--- src/sv/kldc_pkg.sv ---
// Shared types, codes and constants of the knob lamp dimmer controller.
// No dependencies; the register, sequencer, datapath and top files import this package.
package kldc_pkg;

  // default values of the top level parameters
  localparam int BRIGHT_STEPS_DEF = 100;
  localparam int DUTY_UNIT_A_DEF  = 10;
  localparam int DUTY_UNIT_B_DEF  = 10;

  // fixed field widths
  localparam int CT_W   = 16;
  localparam int DUTY_W = 10;
  localparam int ADDR_W = 4;
  localparam int DATA_W = 32;

  // knob arithmetic
  localparam int LEVEL_STEP = 5;
  localparam int LEVEL_MIN  = 5;
  localparam int CT_STEP    = 30;

  localparam logic [CT_W-1:0]   RGB_DEN  = 16'd255;
  localparam logic [DUTY_W-1:0] DUTY_MAX = 10'd1023;

  // knob operation codes (codes 0 and 3 mean no press)
  localparam logic [1:0] OP_SHORT = 2'd1;
  localparam logic [1:0] OP_LONG  = 2'd2;

  // lamp modes: {panel_type, alt_mode}
  localparam logic [1:0] MODE_SINGLE = 2'd0;
  localparam logic [1:0] MODE_RGB    = 2'd1;
  localparam logic [1:0] MODE_WC     = 2'd2;
  localparam logic [1:0] MODE_UV     = 2'd3;

  // register indexes
  localparam logic [1:0] REG_PANEL   = 2'd0;
  localparam logic [1:0] REG_RGB     = 2'd1;
  localparam logic [1:0] REG_CT_LOW  = 2'd2;
  localparam logic [1:0] REG_CT_HIGH = 2'd3;

  // register reset values
  localparam logic        PANEL_RST   = 1'b0;
  localparam logic [23:0] RGB_RST     = 24'd100;
  localparam logic [15:0] CT_LOW_RST  = 16'd2700;
  localparam logic [15:0] CT_HIGH_RST = 16'd6500;
  localparam logic [15:0] CT_RST      = 16'd6500;

  // sequencer states
  typedef enum logic [2:0] {
    ST_IDLE,
    ST_UPDATE,
    ST_SCALE,
    ST_PLAN,
    ST_MUL,
    ST_DIV,
    ST_STORE,
    ST_DONE
  } state_t;

  // configuration register contents plus panel write strobe
  typedef struct packed {
    logic        panel_type;
    logic [23:0] rgb_color;
    logic [15:0] ct_low;
    logic [15:0] ct_high;
    logic        panel_wr;
  } cfg_t;

  // controller -> datapath commands
  typedef struct packed {
    logic       in_load;
    logic       update;
    logic       scale;
    logic       plan;
    logic       mul;
    logic       div_step;
    logic       div_store;
    logic       out_load;
    logic [1:0] ch;
  } cmd_t;

  // datapath -> controller status
  typedef struct packed {
    logic [1:0] mode;
    logic       ct_ok;
    logic       out_busy;
  } sts_t;

  // width of unit * level products
  function automatic int prod_width(int steps, int unit_a, int unit_b);
    int m;
    m = (unit_a > unit_b) ? unit_a : unit_b;
    return $clog2(m * steps + 1);
  endfunction

  // clip a duty to the 10-bit PWM range
  function automatic logic [DUTY_W-1:0] sat_duty(logic [15:0] v);
    return (v > 16'(DUTY_MAX)) ? DUTY_MAX : v[DUTY_W-1:0];
  endfunction

endpackage

--- src/sv/kldc_if.sv ---
// Valid/ready channel interfaces: knob events in, duty beats out.
// No dependencies.
interface kldc_knob_if;
  logic              valid;
  logic              ready;
  logic [1:0]        operation;
  logic signed [4:0] knob_delta;

  modport source (output valid, operation, knob_delta, input ready);
  modport sink (input valid, operation, knob_delta, output ready);
endinterface

interface kldc_duty_if;
  logic       valid;
  logic       ready;
  logic [9:0] duty_ch0;
  logic [9:0] duty_ch1;
  logic [9:0] duty_ch2;
  logic [9:0] duty_ch3;
  logic [1:0] mode_now;
  logic       adjust_target;

  modport source (output valid, duty_ch0, duty_ch1, duty_ch2, duty_ch3, mode_now,
                  adjust_target, input ready);
  modport sink (input valid, duty_ch0, duty_ch1, duty_ch2, duty_ch3, mode_now,
                adjust_target, output ready);
endinterface

--- src/sv/kldc_regs.sv ---
// APB-style configuration registers: panel type, RGB colour, CT bounds.
// Depends on kldc_pkg.
module kldc_regs
  import kldc_pkg::*;
(
  input  logic              clk,
  input  logic              rst,
  input  logic              psel,
  input  logic              penable,
  input  logic              pwrite,
  input  logic [ADDR_W-1:0] paddr,
  input  logic [DATA_W-1:0] pwdata,
  output logic [DATA_W-1:0] prdata,
  output logic              pready,
  output cfg_t              cfg
);

  logic        panel_type;
  logic [23:0] rgb_color;
  logic [15:0] ct_low;
  logic [15:0] ct_high;
  logic        wr;
  logic [1:0]  idx;

  assign pready = 1'b1;
  assign wr     = psel & penable & pwrite;
  assign idx    = paddr[3:2];

  // register writes
  always_ff @(posedge clk) begin
    if (rst) begin
      panel_type <= PANEL_RST;
      rgb_color  <= RGB_RST;
      ct_low     <= CT_LOW_RST;
      ct_high    <= CT_HIGH_RST;
    end else if (wr) begin
      unique case (idx)
        REG_PANEL:   panel_type <= pwdata[0];
        REG_RGB:     rgb_color  <= pwdata[23:0];
        REG_CT_LOW:  ct_low     <= pwdata[15:0];
        REG_CT_HIGH: ct_high    <= pwdata[15:0];
      endcase
    end
  end

  // read mux
  always_comb begin
    unique case (idx)
      REG_PANEL:   prdata = {31'd0, panel_type};
      REG_RGB:     prdata = {8'd0, rgb_color};
      REG_CT_LOW:  prdata = {16'd0, ct_low};
      REG_CT_HIGH: prdata = {16'd0, ct_high};
    endcase
  end

  assign cfg.panel_type = panel_type;
  assign cfg.rgb_color  = rgb_color;
  assign cfg.ct_low     = ct_low;
  assign cfg.ct_high    = ct_high;
  assign cfg.panel_wr   = wr & (idx == REG_PANEL);

endmodule

--- src/sv/kldc_ctrl.sv ---
// Sequencer: walks one knob event through update, scaling, any divisions, output.
// Depends on kldc_pkg.
module kldc_ctrl
  import kldc_pkg::*;
#(
  parameter int PROD_W = prod_width(BRIGHT_STEPS_DEF, DUTY_UNIT_A_DEF, DUTY_UNIT_B_DEF)
) (
  input  logic clk,
  input  logic rst,
  input  logic in_valid,
  output logic in_ready,
  input  sts_t sts,
  output cmd_t cmd
);

  localparam int CNT_W = (PROD_W > 1) ? $clog2(PROD_W) : 1;
  localparam logic [CNT_W-1:0] CNT_LAST = CNT_W'(PROD_W - 1);

  state_t           state;
  state_t           state_next;
  logic [CNT_W-1:0] cnt;
  logic [1:0]       ch;
  logic             more_jobs;

  assign in_ready  = (state == ST_IDLE);
  assign more_jobs = (sts.mode == MODE_RGB) || ((sts.mode == MODE_WC) && sts.ct_ok);

  // state register, step counter, channel index
  always_ff @(posedge clk) begin
    if (rst) begin
      state <= ST_IDLE;
      cnt   <= '0;
      ch    <= '0;
    end else begin
      state <= state_next;
      if (state == ST_MUL) cnt <= '0;
      else if (state == ST_DIV) cnt <= cnt + 1'b1;
      if (state == ST_PLAN) ch <= (sts.mode == MODE_RGB) ? 2'd1 : 2'd0;
      else if (state == ST_STORE) ch <= ch + 1'b1;
    end
  end

  // next state
  always_comb begin
    state_next = state;
    unique case (state)
      ST_IDLE:   if (in_valid) state_next = ST_UPDATE;
      ST_UPDATE: state_next = ST_SCALE;
      ST_SCALE:  state_next = ST_PLAN;
      ST_PLAN:   state_next = more_jobs ? ST_MUL : ST_DONE;
      ST_MUL:    state_next = ST_DIV;
      ST_DIV:    if (cnt == CNT_LAST) state_next = ST_STORE;
      ST_STORE: begin
        if (sts.mode == MODE_RGB && ch != 2'd3) state_next = ST_MUL;
        else state_next = ST_DONE;
      end
      ST_DONE:   if (!sts.out_busy) state_next = ST_IDLE;
      default:   state_next = ST_IDLE;
    endcase
  end

  // commands
  always_comb begin
    cmd    = '0;
    cmd.ch = ch;
    unique case (state)
      ST_IDLE:   cmd.in_load   = in_valid;
      ST_UPDATE: cmd.update    = 1'b1;
      ST_SCALE:  cmd.scale     = 1'b1;
      ST_PLAN:   cmd.plan      = 1'b1;
      ST_MUL:    cmd.mul       = 1'b1;
      ST_DIV:    cmd.div_step  = 1'b1;
      ST_STORE:  cmd.div_store = 1'b1;
      ST_DONE:   cmd.out_load  = !sts.out_busy;
      default:   cmd           = '0;
    endcase
  end

  a_accept: assert property (@(posedge clk) disable iff (rst)
    in_valid && in_ready |=> state == ST_UPDATE)
    else $error("accepted beat did not start an update");

  a_div_len: assert property (@(posedge clk) disable iff (rst)
    state == ST_DIV && cnt == CNT_LAST |=> state == ST_STORE)
    else $error("division ran past its step count");

  a_rgb_ch: assert property (@(posedge clk) disable iff (rst)
    state == ST_MUL && sts.mode == MODE_RGB |-> ch != 2'd0)
    else $error("RGB job on channel 0");

endmodule

--- src/sv/kldc_dp.sv ---
// Datapath: mode/level/colour state, products, shared restoring divider,
// duty work registers and the output register. Depends on kldc_pkg.
module kldc_dp
  import kldc_pkg::*;
#(
  parameter int BRIGHT_STEPS = BRIGHT_STEPS_DEF,
  parameter int DUTY_UNIT_A  = DUTY_UNIT_A_DEF,
  parameter int DUTY_UNIT_B  = DUTY_UNIT_B_DEF,
  parameter int PROD_W       = prod_width(BRIGHT_STEPS_DEF, DUTY_UNIT_A_DEF, DUTY_UNIT_B_DEF)
) (
  input  logic              clk,
  input  logic              rst,
  input  cfg_t              cfg,
  input  cmd_t              cmd,
  output sts_t              sts,
  input  logic [1:0]        operation,
  input  logic signed [4:0] knob_delta,
  input  logic              out_ready,
  output logic              out_valid,
  output logic [DUTY_W-1:0] duty_ch0,
  output logic [DUTY_W-1:0] duty_ch1,
  output logic [DUTY_W-1:0] duty_ch2,
  output logic [DUTY_W-1:0] duty_ch3,
  output logic [1:0]        mode_now,
  output logic              adjust_target
);

  localparam int LVL_W = $clog2(BRIGHT_STEPS + 1);
  localparam int SUM_W = LVL_W + 4;
  localparam int CTS_W = CT_W + 2;
  localparam int D_W   = PROD_W + CT_W;

  // event state
  logic                     alt_mode;
  logic                     adjust_sel;
  logic [LVL_W-1:0]         level [4];
  logic [CT_W-1:0]          color_temp;
  logic [1:0]               in_op;
  logic signed [4:0]        in_delta;

  // update path
  logic                     alt_next;
  logic                     adj_next;
  logic [1:0]               mode_next;
  logic [LVL_W-1:0]         lvl_old;
  logic signed [SUM_W-1:0]  lvl_sum;
  logic [LVL_W-1:0]         lvl_new;
  logic signed [CTS_W-1:0]  ct_sum;
  logic [CT_W-1:0]          ct_new;

  // duty path
  logic [1:0]               mode;
  logic [LVL_W-1:0]         lvl_cur;
  logic [PROD_W-1:0]        pa;
  logic [PROD_W-1:0]        pb;
  logic [CT_W-1:0]          t_cl;
  logic [CT_W-1:0]          ct_x;
  logic [CT_W-1:0]          span;
  logic [PROD_W-1:0]        p_sel;
  logic [CT_W-1:0]          fac_sel;
  logic [CT_W-1:0]          den_sel;
  logic [D_W-1:0]           rem;
  logic [D_W-1:0]           dsh;
  logic [CT_W-1:0]          den;
  logic [PROD_W-1:0]        quo;
  logic [PROD_W-1:0]        quo_cmp;
  logic [DUTY_W-1:0]        work [4];

  assign mode    = {cfg.panel_type, alt_mode};
  assign lvl_cur = level[mode];

  // press handling, then rotation on the new mode
  always_comb begin
    alt_next = (in_op == OP_LONG) ? ~alt_mode : alt_mode;
    adj_next = adjust_sel;
    if (in_op == OP_SHORT) adj_next = (cfg.panel_type && alt_mode) ? 1'b0 : ~adjust_sel;
    mode_next = {cfg.panel_type, alt_next};
    lvl_old   = level[mode_next];
  end

  assign lvl_sum = $signed({{(SUM_W-LVL_W){1'b0}}, lvl_old})
                 + SUM_W'(in_delta) * SUM_W'(LEVEL_STEP);
  assign ct_sum  = $signed({2'b00, color_temp}) + CTS_W'(in_delta) * CTS_W'(CT_STEP);

  // brightness clamp to LEVEL_MIN..BRIGHT_STEPS
  always_comb begin
    if (lvl_sum < SUM_W'(LEVEL_MIN)) lvl_new = LVL_W'(LEVEL_MIN);
    else if (lvl_sum > SUM_W'(BRIGHT_STEPS)) lvl_new = LVL_W'(BRIGHT_STEPS);
    else lvl_new = lvl_sum[LVL_W-1:0];
  end

  // colour temperature clamp, low bound tested first
  always_comb begin
    if (ct_sum < $signed({2'b00, cfg.ct_low})) ct_new = cfg.ct_low;
    else if (ct_sum > $signed({2'b00, cfg.ct_high})) ct_new = cfg.ct_high;
    else ct_new = ct_sum[CT_W-1:0];
  end

  // event state registers
  always_ff @(posedge clk) begin
    if (rst) begin
      alt_mode   <= 1'b0;
      adjust_sel <= 1'b0;
      color_temp <= CT_RST;
      for (int i = 0; i < 4; i++) level[i] <= LVL_W'(LEVEL_MIN);
    end else begin
      if (cfg.panel_wr) alt_mode <= 1'b0;
      else if (cmd.update) alt_mode <= alt_next;
      if (cmd.update) begin
        adjust_sel <= adj_next;
        if (in_delta != '0) begin
          if (!adj_next) level[mode_next] <= lvl_new;
          else if (mode_next == MODE_WC) color_temp <= ct_new;
        end
      end
    end
  end

  // beat capture
  always_ff @(posedge clk) begin
    if (cmd.in_load) begin
      in_op    <= operation;
      in_delta <= knob_delta;
    end
  end

  // warm-cool split inputs
  always_comb begin
    if (color_temp < cfg.ct_low) t_cl = cfg.ct_low;
    else if (color_temp > cfg.ct_high) t_cl = cfg.ct_high;
    else t_cl = color_temp;
  end
  assign ct_x = t_cl - cfg.ct_low;
  assign span = cfg.ct_high - cfg.ct_low;

  // operand select per channel job
  always_comb begin
    unique case (cmd.ch)
      2'd0: begin p_sel = pa; fac_sel = ct_x;                     den_sel = span;    end
      2'd1: begin p_sel = pa; fac_sel = {8'd0, cfg.rgb_color[23:16]}; den_sel = RGB_DEN; end
      2'd2: begin p_sel = pb; fac_sel = {8'd0, cfg.rgb_color[15:8]};  den_sel = RGB_DEN; end
      2'd3: begin p_sel = pb; fac_sel = {8'd0, cfg.rgb_color[7:0]};   den_sel = RGB_DEN; end
    endcase
  end

  // complement duty of the warm-cool pair: floor(P - q - frac)
  assign quo_cmp = pa - quo - PROD_W'(rem != '0);

  // products, one-bit-per-cycle divider, duty work registers
  always_ff @(posedge clk) begin
    if (cmd.scale) begin
      pa <= PROD_W'(DUTY_UNIT_A * lvl_cur);
      pb <= PROD_W'(DUTY_UNIT_B * lvl_cur);
    end
    if (cmd.plan) begin
      work[0] <= (mode == MODE_SINGLE) ? sat_duty(16'(pa)) : '0;
      work[1] <= '0;
      work[2] <= (mode == MODE_UV) ? sat_duty(16'(pb)) : '0;
      work[3] <= '0;
    end
    if (cmd.mul) begin
      rem <= D_W'(p_sel) * D_W'(fac_sel);
      dsh <= D_W'(den_sel) << (PROD_W - 1);
      den <= den_sel;
      quo <= '0;
    end
    if (cmd.div_step) begin
      if (rem >= dsh) begin
        rem <= rem - dsh;
        quo <= {quo[PROD_W-2:0], 1'b1};
      end else begin
        quo <= {quo[PROD_W-2:0], 1'b0};
      end
      dsh <= dsh >> 1;
    end
    if (cmd.div_store) begin
      unique case (cmd.ch)
        2'd0: begin
          work[0] <= sat_duty(16'(quo));
          work[1] <= sat_duty(16'(quo_cmp));
        end
        2'd1: work[1] <= sat_duty(16'(quo));
        2'd2: work[2] <= sat_duty(16'(quo));
        2'd3: work[3] <= sat_duty(16'(quo));
      endcase
    end
  end

  // output register
  always_ff @(posedge clk) begin
    if (rst) begin
      out_valid <= 1'b0;
    end else if (cmd.out_load) begin
      out_valid <= 1'b1;
    end else if (out_ready) begin
      out_valid <= 1'b0;
    end
  end

  always_ff @(posedge clk) begin
    if (cmd.out_load) begin
      duty_ch0      <= work[0];
      duty_ch1      <= work[1];
      duty_ch2      <= work[2];
      duty_ch3      <= work[3];
      mode_now      <= mode;
      adjust_target <= adjust_sel;
    end
  end

  assign sts.mode     = mode;
  assign sts.ct_ok    = cfg.ct_high > cfg.ct_low;
  assign sts.out_busy = out_valid & ~out_ready;

  a_lvl_range: assert property (@(posedge clk) disable iff (rst)
    lvl_cur >= LVL_W'(LEVEL_MIN) && lvl_cur <= LVL_W'(BRIGHT_STEPS))
    else $error("brightness level out of range");

  a_rem: assert property (@(posedge clk) disable iff (rst)
    cmd.div_store |-> rem < D_W'(den))
    else $error("divider remainder not below divisor");

  a_panel: assert property (@(posedge clk) disable iff (rst)
    cfg.panel_wr |=> !alt_mode)
    else $error("panel write did not return to primary mode");

endmodule

--- src/sv/knob_lamp_dimmer_controller.sv ---
// Flow: an accepted knob beat passes update, scaling and planning; warm-cool mode (CT
// high above CT low) adds one division and RGB mode three, one per colour, of P quotient
// bits each, P = product width (10 at defaults); the shared restoring divider retires one
// quotient bit per cycle. Beats are taken one at a time, a new one while a result waits.
// Reset: synchronous, active high; registers, mode, levels and colour temperature
// return to their reset values at once, no clearing pass.
module knob_lamp_dimmer_controller
  import kldc_pkg::*;
#(
  parameter int BRIGHT_STEPS = BRIGHT_STEPS_DEF,
  parameter int DUTY_UNIT_A  = DUTY_UNIT_A_DEF,
  parameter int DUTY_UNIT_B  = DUTY_UNIT_B_DEF
) (
  input  logic              clk,
  input  logic              rst,
  kldc_knob_if.sink         knob,
  kldc_duty_if.source       duty,
  input  logic              psel,
  input  logic              penable,
  input  logic              pwrite,
  input  logic [ADDR_W-1:0] paddr,
  input  logic [DATA_W-1:0] pwdata,
  output logic [DATA_W-1:0] prdata,
  output logic              pready
);

  localparam int PROD_W = prod_width(BRIGHT_STEPS, DUTY_UNIT_A, DUTY_UNIT_B);

  cfg_t cfg;
  cmd_t cmd;
  sts_t sts;
  logic in_ready;

  kldc_regs u_regs (
    .clk     (clk),
    .rst     (rst),
    .psel    (psel),
    .penable (penable),
    .pwrite  (pwrite),
    .paddr   (paddr),
    .pwdata  (pwdata),
    .prdata  (prdata),
    .pready  (pready),
    .cfg     (cfg)
  );

  kldc_ctrl #(
    .PROD_W (PROD_W)
  ) u_ctrl (
    .clk      (clk),
    .rst      (rst),
    .in_valid (knob.valid),
    .in_ready (in_ready),
    .sts      (sts),
    .cmd      (cmd)
  );

  kldc_dp #(
    .BRIGHT_STEPS (BRIGHT_STEPS),
    .DUTY_UNIT_A  (DUTY_UNIT_A),
    .DUTY_UNIT_B  (DUTY_UNIT_B),
    .PROD_W       (PROD_W)
  ) u_dp (
    .clk           (clk),
    .rst           (rst),
    .cfg           (cfg),
    .cmd           (cmd),
    .sts           (sts),
    .operation     (knob.operation),
    .knob_delta    (knob.knob_delta),
    .out_ready     (duty.ready),
    .out_valid     (duty.valid),
    .duty_ch0      (duty.duty_ch0),
    .duty_ch1      (duty.duty_ch1),
    .duty_ch2      (duty.duty_ch2),
    .duty_ch3      (duty.duty_ch3),
    .mode_now      (duty.mode_now),
    .adjust_target (duty.adjust_target)
  );

  assign knob.ready = in_ready;

endmodule
--- src/flat_wrapper.sv ---
// flat-port wrapper written by rule: the top's interface ports become plain ports
module knob_lamp_dimmer_controller_flat import kldc_pkg::*;
#(
  parameter int BRIGHT_STEPS = BRIGHT_STEPS_DEF,
  parameter int DUTY_UNIT_A  = DUTY_UNIT_A_DEF,
  parameter int DUTY_UNIT_B  = DUTY_UNIT_B_DEF
)
  (clk, rst, psel, penable, pwrite, paddr, pwdata, prdata, pready, knob_valid, knob_operation, knob_knob_delta, knob_ready, duty_valid, duty_duty_ch0, duty_duty_ch1, duty_duty_ch2, duty_duty_ch3, duty_mode_now, duty_adjust_target, duty_ready);
  kldc_knob_if knob_i ();
  kldc_duty_if duty_i ();
  input  logic clk;
  input  logic rst;
  input  logic psel;
  input  logic penable;
  input  logic pwrite;
  input  logic [ADDR_W-1:0] paddr;
  input  logic [DATA_W-1:0] pwdata;
  output logic [DATA_W-1:0] prdata;
  output logic pready;
  input wire logic [$bits(knob_i.valid)-1:0] knob_valid;
  input wire logic [$bits(knob_i.operation)-1:0] knob_operation;
  input wire logic [$bits(knob_i.knob_delta)-1:0] knob_knob_delta;
  output wire logic [$bits(knob_i.ready)-1:0] knob_ready;
  output wire logic [$bits(duty_i.valid)-1:0] duty_valid;
  output wire logic [$bits(duty_i.duty_ch0)-1:0] duty_duty_ch0;
  output wire logic [$bits(duty_i.duty_ch1)-1:0] duty_duty_ch1;
  output wire logic [$bits(duty_i.duty_ch2)-1:0] duty_duty_ch2;
  output wire logic [$bits(duty_i.duty_ch3)-1:0] duty_duty_ch3;
  output wire logic [$bits(duty_i.mode_now)-1:0] duty_mode_now;
  output wire logic [$bits(duty_i.adjust_target)-1:0] duty_adjust_target;
  input wire logic [$bits(duty_i.ready)-1:0] duty_ready;
  assign knob_i.valid = knob_valid;
  assign knob_i.operation = knob_operation;
  assign knob_i.knob_delta = knob_knob_delta;
  assign knob_ready = knob_i.ready;
  assign duty_valid = duty_i.valid;
  assign duty_duty_ch0 = duty_i.duty_ch0;
  assign duty_duty_ch1 = duty_i.duty_ch1;
  assign duty_duty_ch2 = duty_i.duty_ch2;
  assign duty_duty_ch3 = duty_i.duty_ch3;
  assign duty_mode_now = duty_i.mode_now;
  assign duty_adjust_target = duty_i.adjust_target;
  assign duty_i.ready = duty_ready;
  knob_lamp_dimmer_controller #(.BRIGHT_STEPS(BRIGHT_STEPS), .DUTY_UNIT_A(DUTY_UNIT_A), .DUTY_UNIT_B(DUTY_UNIT_B)) u_core (.clk(clk), .rst(rst), .knob(knob_i), .duty(duty_i), .psel(psel), .penable(penable), .pwrite(pwrite), .paddr(paddr), .pwdata(pwdata), .prdata(prdata), .pready(pready));
endmodule
--- config.mk ---
export PLATFORM = sky130hd
export DESIGN_NAME = knob_lamp_dimmer_controller_flat
export DESIGN_NICKNAME = d
export VERILOG_FILES = /design/src/sv/kldc_pkg.sv /design/src/sv/kldc_if.sv /design/src/sv/kldc_regs.sv /design/src/sv/kldc_ctrl.sv /design/src/sv/kldc_dp.sv /design/src/sv/knob_lamp_dimmer_controller.sv /design/src/flat_wrapper.sv
export SDC_FILE = /design/constraint.sdc
export NUM_CORES = 1
export LEC_CHECK = 0
export ABC_AREA = 1
export BUFFER_PORTS_ARGS = -buffer_cell sky130_fd_sc_hd__buf_2
export CAP_MARGIN = 25
export CORE_ASPECT_RATIO = 0.5
export CORE_MARGIN = 8
export CORE_UTILIZATION = 50
export DETAILED_ROUTE_END_ITERATION = 10
export PLACE_DENSITY = 0.68
export SLEW_MARGIN = 20
export SYNTH_ARGS = -nofsm -noshare
export SYNTH_HDL_FRONTEND = slang
export SYNTH_SLANG_ARGS = --single-unit
--- constraint.sdc ---
create_clock -name clk -period 10.36 [get_ports clk]
set_clock_uncertainty 0.15 [all_clocks]
set_input_delay 1.036 -clock clk [delete_from_list [all_inputs] [get_ports clk]]
set_output_delay 1.036 -clock clk [all_outputs]
set_load 0.1 [all_outputs]
; Yosys cells after proc, flatten, opt, wreduce, memory -nomap -nowiden
; Memories as Yosys holds them, arrays and structs flattened. A register that Yosys moved wholly into a read port is not among the register bits.
; Index checks and enable logic that the tools add are counted.
[op_classes]
add_sub_neg = 9
mul = 4
order_cmp = 8
n_eq_ne = 24
n_mux = 71
bitwise = 12
n_reduce_logical = 25
[op_table]
columns = operator, n
row1 = 32-bit case mux with 4 select lines, 1
row2 = 10-bit two-way mux, 10
row3 = 26-bit two-way mux, 3
row4 = 16-bit two-way mux, 4
row5 = 16-bit case mux with 4 select lines, 1
row6 = 1-bit two-way mux, 37
row7 = 16-bit > comparator, 2
row8 = 16-bit case mux with 2 select lines, 1
row9 = 16-bit subtractor, 2
row10 = 26-bit by 25-bit greater-or-equal comparator with 1-bit output, 1
row11 = 10-bit by 16-bit multiplier with 26-bit output, 1
row12 = 26-bit nonzero test, 1
row13 = 26-bit by 25-bit subtractor with 26-bit output, 1
row14 = 25-bit two-way mux, 1
row15 = 24-bit two-way mux, 1
row16 = 3-bit case mux with 8 select lines, 1
row17 = 7-bit two-way mux, 3
row18 = 17-bit by 11-bit adder with 18-bit output, 1
row19 = 18-bit by 17-bit > comparator with 1-bit output, 1
row20 = 18-bit by 17-bit < comparator with 1-bit output, 1
row21 = 2-bit == test (second input constant), 8
row22 = 16-bit < comparator, 1
row23 = 3-bit == test (second input constant), 4
row24 = 8-bit by 9-bit adder with 10-bit output, 1
row25 = other kinds (34), 65
[totals]
register_bits = 165
ramBits = 68
in_bits = 50
out_inout_bits = 78
word_cells = 175
n_memories = 2
[mem_list]
columns = name, words, word_bits, read_ports, rd_clocked_by_memory_dff, write_ports, line
row1 = u_core.u_dp.work, 4, 10, 4, 4, 4, kldc_dp.sv:67  ; logic [DUTY_W-1:0] work [4];
row2 = u_core.u_dp.level, 4, 7, 2, 0, 4, kldc_dp.sv:36  ; logic [LVL_W-1:0] level [4];

; Logic depth before layout (Yosys ltp)
; Gate-level depths: netlist of the first run.
[depth]
ltp_word = 10
depth_mapped = 47
mapped_depth_nobuf = 46

; Hierarchy
; From an unflattened synthesis of the first run, not the netlist that was laid out.
[unflattened]
hier_cells = 3089
hier_area_um2 = 23884.2
[modules_own_cells]
columns = mod, instances, cells_per_inst, area_each_um2, seq_area_each_um2
row1 = kldc_dp, 1, 2574, 20558.5, 5765.5
row2 = kldc_regs, 1, 431, 2757.6, 1141.1
row3 = kldc_ctrl, 1, 84, 568.0, 180.2

; Worst setup path before layout of the first run
; No wires, ideal clock.
[synth_timing]
kind = register -> register
start = register u_core.u_regs.ct_low[1]
end = register u_core.u_dp.rem[20]
setup_ps = 123
arrival_ps = 7311
required_ps = 10087
setup_slack_ps = 2777
path_stages_with_launch = 41
path_buffers = 1
path_cell_list = dfxtp_1 inv_1 ha_1 a21oi_1 o21a_1 o211ai_1 nand2_1 nand2_1 clkinv_1 clkbuf_1 nand2_1 o21ai_0 ha_1 fa_1 nor2_1 nor2_1 o21bai_1 a21oi_1 (+5 left out) nor2_1 fa_1 fa_1 fa_1 fa_1 ha_1 ha_1 a21oi_1 o21ai_0 a21oi_1 o21ai_0 nand2_1 nand2_1 or2_2 nand3_1 nand2_1 nand2_1 o21ai_0
[synth_between]
elab_chain_len = 8
[synth_rtl]
columns = item, line
row1 = start: declaration, kldc_regs.sv:20  ; logic [15:0] ct_low;
row2 = start signal: assignment, kldc_regs.sv:40  ; REG_CT_LOW: ct_low <= pwdata[15:0];
row3 = 16-bit < comparator, kldc_dp.sv:129  ; if (color_temp < cfg.ct_low) t_cl = cfg.ct_low;
row4 = 16-bit two-way mux, kldc_dp.sv:129
row5 = 16-bit subtractor *, kldc_dp.sv:133  ; assign ct_x = t_cl - cfg.ct_low;
row6 = 16-bit case mux with 4 select lines *, kldc_dp.sv:138  ; unique case (cmd.ch)
row7 = 10-bit by 16-bit multiplier with 26-bit output *, kldc_dp.sv:162  ; rem <= D_W'(p_sel) * D_W'(fac_sel);
row8 = 26-bit two-way mux *, kldc_dp.sv:161  ; if (cmd.mul) begin
row9 = 26-bit two-way mux, kldc_dp.sv:168  ; if (rem >= dsh) begin
row10 = 26-bit two-way mux *, kldc_dp.sv:167  ; if (cmd.div_step) begin
row11 = end signal: assignment, kldc_dp.sv:162
row12 = end signal: assignment, kldc_dp.sv:169  ; rem <= rem - dsh;
row13 = end: declaration, kldc_dp.sv:62  ; logic [D_W-1:0] rem;
; Every way passes the cells marked *; elsewhere a longest branch is shown, timed or not.
; A chain may end at the register's enable or synchronous reset.

; Worst setup path in the final report of the first run
; Same ends and word-level chain as after synthesis.

==> results of run 1 <==
[kinds of logic after synthesis]
family	Yosys count	synth area share [%]
AO/OA/AOI/OAI	569	14.2
XOR/XNOR	89	3.32
adder cells (fa/ha/maj)	377	23.8
buffers and inverters	516	8.64
flip-flops	273	30.2
other	2	0.0320
AND/OR/NAND/NOR	1102	19.8
[worst reg2reg max path: cells and delay by family, from the launching register on]
| family | cells | cell delay [ns] |
|---|---|---|
| adders and majority gates | 8 | 3.25 |
| buffers and inverters | 3 | 0.82 |
| and+or+nand+nor | 13 | 1.84 |
| AOI/OAI and AO/OA | 12 | 2.69 |
| DFF | 1 | 0.53 |
[layer usage]
metal,vias to the layer above,part of all wire [%],GRT usage [%]
li1,9916,-,-
met1,9609,46,33.7
met2,647,44,37.7
met3,94,7.7,3.86
met4,0,2.6,5.97
met5,-,0,0
[metrics by stage]
| step | instance area, um2 | instances | worst slack [ns] | hold slack, ns | utilization (%) |
|---|---|---|---|---|---|
| floorplan | 23500 | 2935 | 2.78 | 0.250 | - |
| global placement | 24500 | 3612 | 1.26 | 0.251 | 52.6 |
| detailed placement | 24600 | 3613 | 1.18 | 0.255 | 52.7 |
| CTS | 25400 | 3660 | 1.16 | 0.251 | 54.5 |
| global route | 25400 | 3661 | 0.382 | 0.266 | 54.5 |
| finish | 25400 | 3661 | 0.967 | 0.264 | 54.5 |
[synth_stat cells, types with 5 or more instances]
| library cell | number | area share [%] |
|---|---|---|
| a21oi_2 | 12 | 0.45 |
| clkbuf_1 | 58 | 0.93 |
| nand2_2 | 13 | 0.35 |
| xnor2_1 | 37 | 1.4 |
| o211ai_1 | 34 | 1.1 |
| o221ai_1 | 19 | 0.71 |
| clkinv_1 | 5 | 0.080 |
| a21oi_1 | 210 | 4.5 |
| o21bai_1 | 10 | 0.32 |
| buf_2 | 6 | 0.13 |
| o22ai_1 | 30 | 0.80 |
| nor4_1 | 11 | 0.29 |
| nor3_1 | 23 | 0.49 |
| dfxtp_1 | 111 | 9.5 |
| inv_1 | 420 | 6.7 |
| nor2_1 | 312 | 5.0 |
| nand2_1 | 528 | 8.5 |
| nand3_1 | 146 | 3.1 |
| ha_1 | 263 | 14 |
| buf_4 | 11 | 0.35 |
| a211oi_1 | 6 | 0.19 |
| nand4_1 | 32 | 0.85 |
| xor2_1 | 52 | 1.9 |
| a31oi_1 | 9 | 0.24 |
| or2_2 | 16 | 0.43 |
| inv_2 | 9 | 0.14 |
| a22oi_1 | 9 | 0.29 |
| o21ai_0 | 176 | 3.8 |
| edfxtp_1 | 162 | 21 |
| fa_1 | 114 | 9.7 |
| o21a_1 | 10 | 0.32 |
| a21o_1 | 17 | 0.54 |
[area by class of cell]
cell class | count | share of cell area, %
Inverter | 436 | 6.46
Sequential cell | 273 | 27.9
Tap cell | 638 | 3.14
Clock inverter | 11 | 0.483
Multi-Input combinational cell | 2146 | 56.6
Clock buffer | 36 | 2.83
Timing Repair Buffer | 121 | 2.62
[final timing paths]
check                          start                   to  cells past startpoint
max reg2reg  u_core.u_regs.ct_low[1]  u_core.u_dp.rem[20]                     36
min           u_core.u_dp.work[0][5]     duty_duty_ch0[5]                      0
min reg2reg   u_core.u_dp.work[0][5]     duty_duty_ch0[5]                      0
max          u_core.u_regs.ct_low[1]  u_core.u_dp.rem[20]                     36
[flip-flops by register name (all words and copies together), names as in the netlist, 16 cells and up]
register / cells
u_core.u_dp.work: 40
u_core.u_dp.level: 28
u_core.u_dp.rem: 26
u_core.u_dp.dsh: 25
u_core.u_regs.rgb_color: 24
u_core.u_dp.color_temp: 16
u_core.u_regs.ct_high: 16
u_core.u_regs.ct_low: 16
==> run metrics, run 1 <==
outcome=finished, final reports clean; Max Fanout on Critical Path=28; initial antenna violation count=1; vias in the first global route=19,700; worst skew pair latency=0.57 ns; Max Fclk=106 MHz; DP HPWL=52,500 um; Ports=128; # fillers=4,467; critical path's top delay family=adder cells; crit path DAT=9.67 ns; first-pass detailed-route iteration total=7; DIE AREA=54,500 um2; CP peak stage delay=0.61 ns; CTS Root Cell=clkbuf_16; GRT Resource Usage Total=23.7%; Die X=322 um; final hold violation count=0; Post-synth EDFFs=162; clock sink count=273; Distinct cells, synth=65; asr flop ratio synth=0%; RSZ-0062 raised after global routing=false; DR WL/cell=17.9 um; Worst-Margin Slew=1.08 ns; RePlAce Congestion=0.943; synthesized area=23,500 um2; Clk pin slew, worst setup/hold paths=0.07 ns; storage element area=7090 um2; total grt overflow=0; CTS Hold Buffers Added=0; CTS buffer count=26; core area=46,600 um2; Yosys warnings=0; Setup CP Type=flip-flop to flip-flop; Iteration-0 DRC Markers=1,875; period utilization=90.7%; CTS tree=built; via total after detailed routing=20,300; antenna cells=0; max_cap viols=0; DR vias/cell=5.54; number of setup buffers added after CTS=0; Hold WC Path Type=flip-flop to flip-flop; # DRC=0; Worst Setup Start Kind=flip-flop; Setup crit end kind=flip-flop; Cells after Synth=2,928; commonest cells after routing, fill and taps aside=nand2_1, inv_1, nor2_1; CTS resizes=0; CP most frequent cell=nand2_1; fin. max-slew vios=0; largest net degree at the start of global routing=78; Final Critical Period=9.39 ns; commonest non-fill, non-tap cell in the layout=nand2_1; syn_area_per_cell=8.01 um2; Slew headroom=28.3%; Setup TNS=0 ns; antenna-violating nets left=0; CP Buf/Inv Count=3; final WL=65,600 um; Final setup viols=0; required time worst endpoint=10.64 ns; Max Buffers Root-to-Sink=3; post-synthesis sequential area ratio=30.2%; first-pass GRT wire length=105,000 um; Worst path slowest cell=nor2_1; Syn-to-layout area delta=8.36%; r2r setup slk=0.97 ns; area of the multi-input gates=14,400 um2; Initial Util=50.3%; Nets=3,431; Port-buffer cells=108; Seq cells post-synth=273; # rows=56; CTS H-tree lvls=1; share of cells above drive strength 1=7.81%; Die H=169 um; top_reg_cell synth=edfxtp_1
Power of run 1 is left out: the tool's default activity adds up to more than one toggle a clock period on the data nets, which glitch-free logic cannot reach.
==> run 2: changes to the inputs <==
REMOVE_ABC_BUFFERS = 1   (was not set)
==> run metrics, run 2 (same netlist as run 1, synthesis figures left out) <==
Hold WC Path Type=flip-flop to flip-flop (unchanged); commonest cells after routing, fill and taps aside=nand2_1, inv_1, nor2_1 (unchanged); crit path DAT=9.60 ns (was 9.67 ns); required time worst endpoint=10.61 ns (was 10.64 ns); final hold violation count=0 (unchanged); Nets=3,430 (was 3,431); Initial Util=50.3% (unchanged); GRT Resource Usage Total=23.1% (was 23.7%); first-pass detailed-route iteration total=6 (was 7); Worst-Margin Slew=0.998 ns (was 1.08 ns); biggest regs=u_core.u_dp.work x40, u_core.u_dp.level x28, u_core.u_dp.rem x26 (unchanged); DR WL/cell=17.6 um (was 17.9 um); final WL=64,300 um (was 65,600 um); antenna-violating nets left=0 (unchanged); DP HPWL=50,700 um (was 52,500 um); commonest non-fill, non-tap cell in the layout=nand2_1 (unchanged); number of setup buffers added after CTS=0 (unchanged); worst skew pair latency=0.58 ns (was 0.57 ns); CTS H-tree lvls=1 (unchanged); DR vias/cell=5.53 (was 5.54); Final setup viols=0 (unchanged); share of cells above drive strength 1=7.91% (was 7.81%); Biggest register=u_core.u_dp.work (unchanged); critical path's top delay family=adder cells (unchanged); period utilization=90.3% (was 90.7%); RSZ-0062 raised after global routing=false (unchanged); Die H=169 um (unchanged); largest net degree at the start of global routing=78 (unchanged); Clk pin slew, worst setup/hold paths=0.07 ns (about the same); Die X=322 um (unchanged); Worst path slowest cell=clkinv_1 (was nor2_1); Finished Core Util=54.5% (about the same); vias in the first global route=19,400 (was 19,700); max reg flops=40 (unchanged); CP Buf/Inv Count=3 (unchanged); Slew headroom=33.2% (was 28.3%); DIE AREA=54,500 um2 (unchanged); CTS Hold Buffers Added=0 (unchanged); CTS buffer count=27 (was 26); Ports=128 (unchanged); Worst Setup Start Kind=flip-flop (unchanged); Final Critical Period=9.35 ns (was 9.39 ns); clock sink count=273 (unchanged); via total after detailed routing=20,200 (was 20,300); CP most frequent cell=nand2_1 (unchanged); outcome=finished, final reports clean (unchanged); Setup TNS=0 ns (unchanged); antenna cells=0 (unchanged); Setup crit end kind=flip-flop (unchanged); initial antenna violation count=0 (was 1); # DRC=0 (unchanged); total grt overflow=0 (unchanged); Syn-to-layout area delta=8.28% (was 8.36%); CTS resizes=0 (unchanged); RePlAce Congestion=0.943 (about the same); max_cap viols=0 (unchanged); Max Fanout on Critical Path=28 (unchanged); CTS tree=built (unchanged); Setup CP Type=flip-flop to flip-flop (unchanged); Max Fclk=107 MHz (was 106 MHz); # rows=56 (unchanged); core area=46,600 um2 (unchanged); CTS Root Cell=clkbuf_16 (unchanged); fin. max-slew vios=0 (unchanged); first-pass GRT wire length=102,000 um (was 105,000 um); CP peak stage delay=0.54 ns (was 0.61 ns); Iteration-0 DRC Markers=1,746 (was 1,875); Port-buffer cells=108 (unchanged); Max Buffers Root-to-Sink=3 (unchanged)
run 2: cell types whose count changed in the layout (fill, tap and decap cells not counted), moves of 2 or more:
cell / delta
inv_6: +2
clkinv_2: +4
clkinvlp_4: -2
clkbuf_1: -5
run 2: layout make-up:
| cell class | instances | area [um2] |
|---|---|---|
| timing repair buffer | 119 | 621 |
| multi-input combinational | 2146 | 14400 |
| sequential | 273 | 7090 |
| inverter | 436 | 1640 |
| tap | 638 | 798 |
| clock inverter | 17 | 158 |
| fill | 4409 | 21200 |
| clock buffer | 31 | 712 |
run 2: per-layer routing:
layer / GRT usage [%] / part of all wire [%] / wire length (um) / vias to the layer above
met5: 0 / 0 / 0 / -
met4: 6.51 / 3.0 / 1920 / 0
met3: 3.73 / 7.2 / 4650 / 107
met2: 37.6 / 45 / 29100 / 627
met1: 31.7 / 44 / 28600 / 9584
li1: - / - / - / 9912
run 2: metrics by stage:
stage	cells	area, um2	hold WS (ns)	setup WS [ns]
floorplan	2855	23100	0.250	2.62
global placement	3611	24500	0.252	1.22
detailed placement	3612	24500	0.255	1.12
CTS	3660	25400	0.270	1.06
global route	3660	25400	0.277	0.112
finish	3660	25400	0.269	1.01
run 2: worst paths after layout:
path	slack, ns	to	depth (start not counted)	start
worst max-delay path	1.01	u_core.u_dp.rem[23]	36	u_core.u_regs.ct_low[1]
worst max register to register	1.01	u_core.u_dp.rem[23]	36	u_core.u_regs.ct_low[1]
worst min register to register	0.27	duty_duty_ch3[1]	0	u_core.u_dp.work[3][1]
worst min-delay path	0.27	duty_duty_ch3[1]	0	u_core.u_dp.work[3][1]
Power of run 2 is left out for the same reason.
